### src/rtl/bsp_pkg.sv
// Shared types and constants for the byte stack push/pop block.
// No dependencies; imported by every module of the block.
package bsp_pkg;

  localparam int PTR_W  = 13;
  localparam int VAL_W  = 64;
  localparam int MODE_W = 3;
  localparam int STAT_W = 2;
  localparam int BYTE_W = 8;
  localparam int LANES  = 8;
  localparam int LANE_W = 3;

  localparam logic [PTR_W-1:0] LIMIT_RESET = 13'd4096;

  localparam logic [MODE_W-1:0] MODE_PUSH_BYTE = 3'd0;
  localparam logic [MODE_W-1:0] MODE_POP_BYTE  = 3'd1;
  localparam logic [MODE_W-1:0] MODE_PUSH_WORD = 3'd2;
  localparam logic [MODE_W-1:0] MODE_POP_WORD  = 3'd3;
  localparam logic [MODE_W-1:0] MODE_SET_PTR   = 3'd4;

  localparam logic [STAT_W-1:0] ST_OK    = 2'd0;
  localparam logic [STAT_W-1:0] ST_OVER  = 2'd1;
  localparam logic [STAT_W-1:0] ST_UNDER = 2'd2;

  typedef struct packed {
    logic [MODE_W-1:0] mode;
    logic [VAL_W-1:0]  push_value;
    logic [PTR_W-1:0]  new_pointer;
  } in_word_t;

  typedef struct packed {
    logic [VAL_W-1:0]  pop_value;
    logic [PTR_W-1:0]  pointer;
    logic [STAT_W-1:0] status;
  } out_word_t;

  // How to gather a popped value from the lane read ports.
  typedef struct packed {
    logic [LANE_W-1:0] lane0;
    logic [LANE_W:0]   nbytes;
  } pop_info_t;

endpackage

### src/rtl/bsp_ctrl.sv
// Pointer, limit and status logic; maps each word onto the byte lanes.
// Depends on bsp_pkg for types, mode and status codes.
module bsp_ctrl #(
  parameter int STACK_BYTES = 4096,
  parameter int WORD_BYTES  = 8,
  parameter int ROW_W       = 9
) (
  input  logic                          clk,
  input  logic                          rst,
  input  logic                          accept,
  input  bsp_pkg::in_word_t             cmd,
  input  logic                          cfg_we,
  input  logic [bsp_pkg::PTR_W-1:0]     cfg_data,
  output logic [bsp_pkg::LANES-1:0]     lane_we,
  output logic [ROW_W-1:0]              lane_row   [bsp_pkg::LANES],
  output logic [bsp_pkg::BYTE_W-1:0]    lane_wdata [bsp_pkg::LANES],
  output bsp_pkg::pop_info_t            info,
  output logic                          done,
  output logic [bsp_pkg::PTR_W-1:0]     sp,
  output logic [bsp_pkg::STAT_W-1:0]    status
);
  import bsp_pkg::*;

  localparam logic [PTR_W:0] SB = (PTR_W+1)'(STACK_BYTES);
  localparam logic [PTR_W:0] WB = (PTR_W+1)'(WORD_BYTES);

  logic [PTR_W-1:0]  limit;
  logic [PTR_W-1:0]  sp_next;
  logic [STAT_W-1:0] status_next;
  pop_info_t         info_next;
  logic [PTR_W:0]    lim, ptr_ext, n, base;
  logic              is_push, is_pop, push_ok, pop_ok;

  always_comb begin
    ptr_ext = {1'b0, sp};
    lim     = ({1'b0, limit} < SB) ? {1'b0, limit} : SB;
    is_push = (cmd.mode == MODE_PUSH_BYTE) || (cmd.mode == MODE_PUSH_WORD);
    is_pop  = (cmd.mode == MODE_POP_BYTE) || (cmd.mode == MODE_POP_WORD);
    n       = ((cmd.mode == MODE_PUSH_WORD) || (cmd.mode == MODE_POP_WORD)) ?
              WB : (PTR_W+1)'(1);
    push_ok = (ptr_ext + n) <= lim;
    pop_ok  = ptr_ext >= n;
    base    = is_pop ? ptr_ext - n : ptr_ext;

    sp_next     = sp;
    status_next = ST_OK;
    unique case (cmd.mode)
      MODE_PUSH_BYTE, MODE_PUSH_WORD: begin
        if (push_ok) sp_next = PTR_W'(ptr_ext + n);
        else         status_next = ST_OVER;
      end
      MODE_POP_BYTE, MODE_POP_WORD: begin
        if (pop_ok) sp_next = PTR_W'(base);
        else        status_next = ST_UNDER;
      end
      MODE_SET_PTR: begin
        sp_next = ({1'b0, cmd.new_pointer} < SB) ? cmd.new_pointer : PTR_W'(SB);
      end
      default: ;
    endcase

    info_next.lane0  = base[LANE_W-1:0];
    info_next.nbytes = (is_pop && pop_ok) ? n[LANE_W:0] : '0;
  end

  // Byte k of the word lands in lane (base + k) mod LANES; lanes below the
  // starting lane wrap into the next row.
  always_comb begin
    logic [LANE_W-1:0] off;
    logic [PTR_W:0]    row0;
    row0 = base >> LANE_W;
    for (int l = 0; l < LANES; l++) begin
      off           = LANE_W'(l) - base[LANE_W-1:0];
      lane_we[l]    = accept && is_push && push_ok && ((PTR_W+1)'(off) < n);
      lane_wdata[l] = cmd.push_value[off*BYTE_W +: BYTE_W];
      lane_row[l]   = (LANE_W'(l) >= base[LANE_W-1:0]) ? ROW_W'(row0) :
                      ROW_W'(row0 + (PTR_W+1)'(1));
    end
  end

  always_ff @(posedge clk) begin
    if (rst) begin
      limit <= LIMIT_RESET;
    end else if (cfg_we) begin
      limit <= cfg_data;
    end
  end

  always_ff @(posedge clk) begin
    if (rst) begin
      sp   <= '0;
      done <= 1'b0;
    end else begin
      done <= accept;
      if (accept) sp <= sp_next;
    end
  end

  always_ff @(posedge clk) begin
    if (accept) begin
      status <= status_next;
      info   <= info_next;
    end
  end

endmodule

### config.mk
export PLATFORM = sky130hd
export DESIGN_NAME = bsp_ctrl
export DESIGN_NICKNAME = d
export VERILOG_FILES = /design/src/rtl/bsp_pkg.sv /design/src/rtl/bsp_ctrl.sv
export SDC_FILE = /design/constraint.sdc
export NUM_CORES = 1
export LEC_CHECK = 0
export CORE_MARGIN = 2
export CORE_UTILIZATION = 55
export CTS_CLUSTER_SIZE = 40
export DETAILED_ROUTE_END_ITERATION = 6
export DONT_BUFFER_PORTS = 1
export GPL_TIMING_DRIVEN = 0
export PLACE_DENSITY = 0.79
export SYNTH_ARGS = -nofsm -noshare
export SYNTH_HDL_FRONTEND = slang
export SYNTH_SLANG_ARGS = --single-unit
export TNS_END_PERCENT = 30
### constraint.sdc
create_clock -name clk -period 5.05 [get_ports clk]
set_input_delay 0.7575 -clock clk [delete_from_list [all_inputs] [get_ports clk]]
set_output_delay 0.7575 -clock clk [all_outputs]
set_load 0.02 [all_outputs]
==> impl_metrics.csv <==
group,metric,value,unit
detailed_routing,routed-via-count,5824,
detailed_routing,routed_wl,20.6,mm
sta,min_period,4.91,ns
synth,yosysUniqueCellTypes,78,
worst_setup_path,slowest_delay,0.59,ns
detailed_routing,drc,0,
global_route,grt.overflow.total,0,
worst_setup_path,cp_max_fo,15,
worst_setup_path,worst_path_max_delay_cell,"xnor2_2",
detailed_routing,drtIter0Drc,475,
detailed_routing,via_per_inst,6.82,
global_route,first_global_vias,5797,
floorplan,chipHeight,111,um
sta,finalClockSkew,0.0101,ns
job,max-cap-violations,0,
worst_setup_path,crit_path_end_kind,"output pin",
sta,setup-violations-final,0,
finish,drive_above_1_share,29.4,%
sta,hold_violations,0,
power,power_density,367,nW/um2
place,globalplace.congestion,0.981,
floorplan,rows,39,
sta,post-route-period-util,97.3,%
synth,yosysSeqAreaShare,11.9,%
detailed_routing,drtPass1Iterations,7,
worst_setup_path,path_cells,"buf_6 > nand2b_4 > ha_1 > ha_1 > nor2_1 > a21o_1 > buf_2 > buf_2 > ha_1 > xnor2_2 > buf_2 > mux2_2",
worst_setup_path,critPathArrivalTime,4.15,ns
sta,slew_headroom,44.3,%
sta,finalMaxSlewViolations,0,
floorplan,die_w,111,um
worst_setup_path,start_kind,"primary input",
power,p_leak,2.90,nW
floorplan,design.core.area,11300,um2
clock_network,holdBufCountCts,0,
synth,syn_area_per_cell,8.91,um2
global_route,grt_pass1_wl,32.0,mm
sta,rsz0062_at_grt,"false",
detailed_routing,wl_per_cell,24.2,um
worst_setup_path,crit_required,4.29,ns
clock_network,cts_max_path_buffers,2,
finish,nFillCells,941,
synth,syn_inst,706,
floorplan,top_level_ports,264,
clock_network,clock_latency,0.29,ns
power,vdd_drop_max,0.225,mV
worst_setup_path,criticalPathCategory,"in2out",
sta,worst-slew-pin-transition,0.829,ns
synth,synth_edf_count,7,
floorplan,dieArea,12300,um2
hold_path,hp-class,"reg2reg",
clock_network,numCtsBuffers,5,
global_route,grt_max_degree,16,
synth,async_flop_share,0,%
synth,synth_area,6290,um2
detailed_routing,detail-route-antenna-nets,0,
floorplan,initial_core_util,55.8,%
clock_network,clk_pin_slew,0.05,ns
synth,synth_top_flop_cell,"dfxtp_1",
place,place_area,6470,um2
finish,area_growth,9.05,%
clock_network,h-tree-depth,2,
synth,ys_ff_latch,34,
run_status,status,"complete, no violations",
worst_setup_path,regToRegSetupSlack,1.34,ns
place,dp_hpwl,16.3,mm
global_route,antenna_found_initial,0,
sta,max_freq,204,MHz
global_route,grtUsageTotal,32.5,%
finish,layout.nets,838,
finish,design_area,6860,um2
synth,yosys_warnings,0,
finish,n_antenna_cell,0,
place,port-buffer-count,0,
clock_network,cts_sinks,34,
power,p_total,2.52,mW
clock_network,cts-root-buf,"clkbuf_16",
clock_network,cts_tree,"done",
[registers in the layout (all words and copies together), names as in the netlist]
name / flops
done: 1
info: 5
sp: 13
status: 2
limit: 13
[worst max-delay path: cells and delay by family]
kind | cells | cell delay, ns
XOR/XNOR | 1 | 0.59
buffers and inverters | 4 | 1.04
AO/OA/AOI/OAI | 1 | 0.19
multiplexers | 1 | 0.45
AND/OR/NAND/NOR | 2 | 0.32
adder cells (fa/ha/maj) | 3 | 0.79
[final timing paths]
check	from	to	cells after the start
min	limit[5]	limit[5]	2
min reg2reg	limit[5]	limit[5]	2
max reg2reg	sp[0]	sp[6]	13
max	cmd[79]	lane_wdata[10]	12
[metrics by stage]
step	hold WS [ns]	setup slack [ns]	cells	utilization [%]	TNS, ns
after floorplan	0.452	0.215	707	-	0
after global placement	0.470	-0.684	850	57.4	-21.63
after detailed placement	0.490	-0.809	850	57.4	-27.63
after CTS	0.503	0.00512	855	60.1	0
after global routing	0.539	0.0247	854	60.9	0
final	0.497	0.138	854	60.9	0
[synth_stat cells, types with 3 or more instances]
library cell  number  area, um2
nand2_1          105        394
mux2i_1           77        771
xnor2_1           59        517
mux2_2            52        586
mux4_2            32        721
ha_1              31        388
nor2_1            28        105
dfxtp_1           27        541
nand3_1           27        135
a21oi_1           26        130
clkbuf_1          20       75.1
buf_4             18        135
xor2_1            18        158
buf_2             14       70.1
inv_1             14       52.6
inv_2             10       37.5
a211oi_2           9        113
o211ai_1           9       67.6
buf_1              8       30.0
nor2b_1            8       50.1
edfxtp_1           7        210
buf_6              5       56.3
o21ai_0            5       25.0
a221oi_1           4       35.0
a31oi_1            4       25.0
nand3b_1           4       30.0
nand4_1            4       25.0
nor3_1             4       20.0
nor4b_1            4       35.0
a21o_1             3       22.5
and2b_1            3       22.5
nand2b_1           3       18.8
o31ai_1            3       22.5
xnor2_2            3       48.8
[what timing repair did]
action | in CTS | in global routing
setup endpoints to repair | 71 | 56
buffers inserted | 0 | 0
gates resized for setup | 28 | 15
endpoints found under the hold margin | 0 | 0
[kinds of logic after synthesis]
kind of cell | synth area share [%]
AO/OA/AOI/OAI | 12.2
adder cells (fa/ha/maj) | 6.16
AND/OR/NAND/NOR | 17.1
flip-flops | 11.9
multiplexers | 33.8
XOR/XNOR | 11.5
buffers and inverters | 7.26
other | 0.0596
[cell usage in the layout, fill, tap and decap left out, types with 5 or more instances in the layout]
| cell | instances |
|---|---|
| a211oi_2 | 9 |
| a21oi_1 | 18 |
| a21oi_2 | 5 |
| a21oi_4 | 6 |
| buf_2 | 17 |
| buf_4 | 18 |
| buf_6 | 5 |
| clkbuf_1 | 15 |
| clkbuf_16 | 7 |
| dfxtp_1 | 27 |
| edfxtp_1 | 7 |
| ha_1 | 28 |
| inv_1 | 14 |
| inv_2 | 10 |
| mux2_2 | 52 |
| mux2i_1 | 77 |
| mux4_2 | 32 |
| nand2_1 | 105 |
| nand3_1 | 26 |
| nor2_1 | 28 |
| nor2b_1 | 8 |
| o211ai_1 | 9 |
| xnor2_1 | 48 |
| xnor2_2 | 14 |
| xor2_1 | 18 |
[final cells by class]
cell class | count | area, um2 | share of cell area, %
clock buffers | 7 | 175 | 2.55
plain buffers | 61 | 359 | 5.23
clock inverters | 1 | 8.76 | 0.128
inverters | 24 | 90.1 | 1.31
multi-input cells | 584 | 5300 | 77.2
flip-flops and latches | 34 | 751 | 10.9
well taps | 143 | 179 | 2.61
[power breakdown]
group	switching, mW	internal, mW
clock	0.126	0.244
combinational	1.19	0.609
sequential	0.0487	0.302
total	1.36	1.15
[routing by layer]
metal  routed length (um)  track usage, %  vias up
met4                  840            14.7        0
li1                     -               -     2558
met3                 2050            7.11       67
met1                 7790            40.5     2776
met5                    0               0        -
met2                 9940            54.1      423
Power figures use the tool's default switching activity.
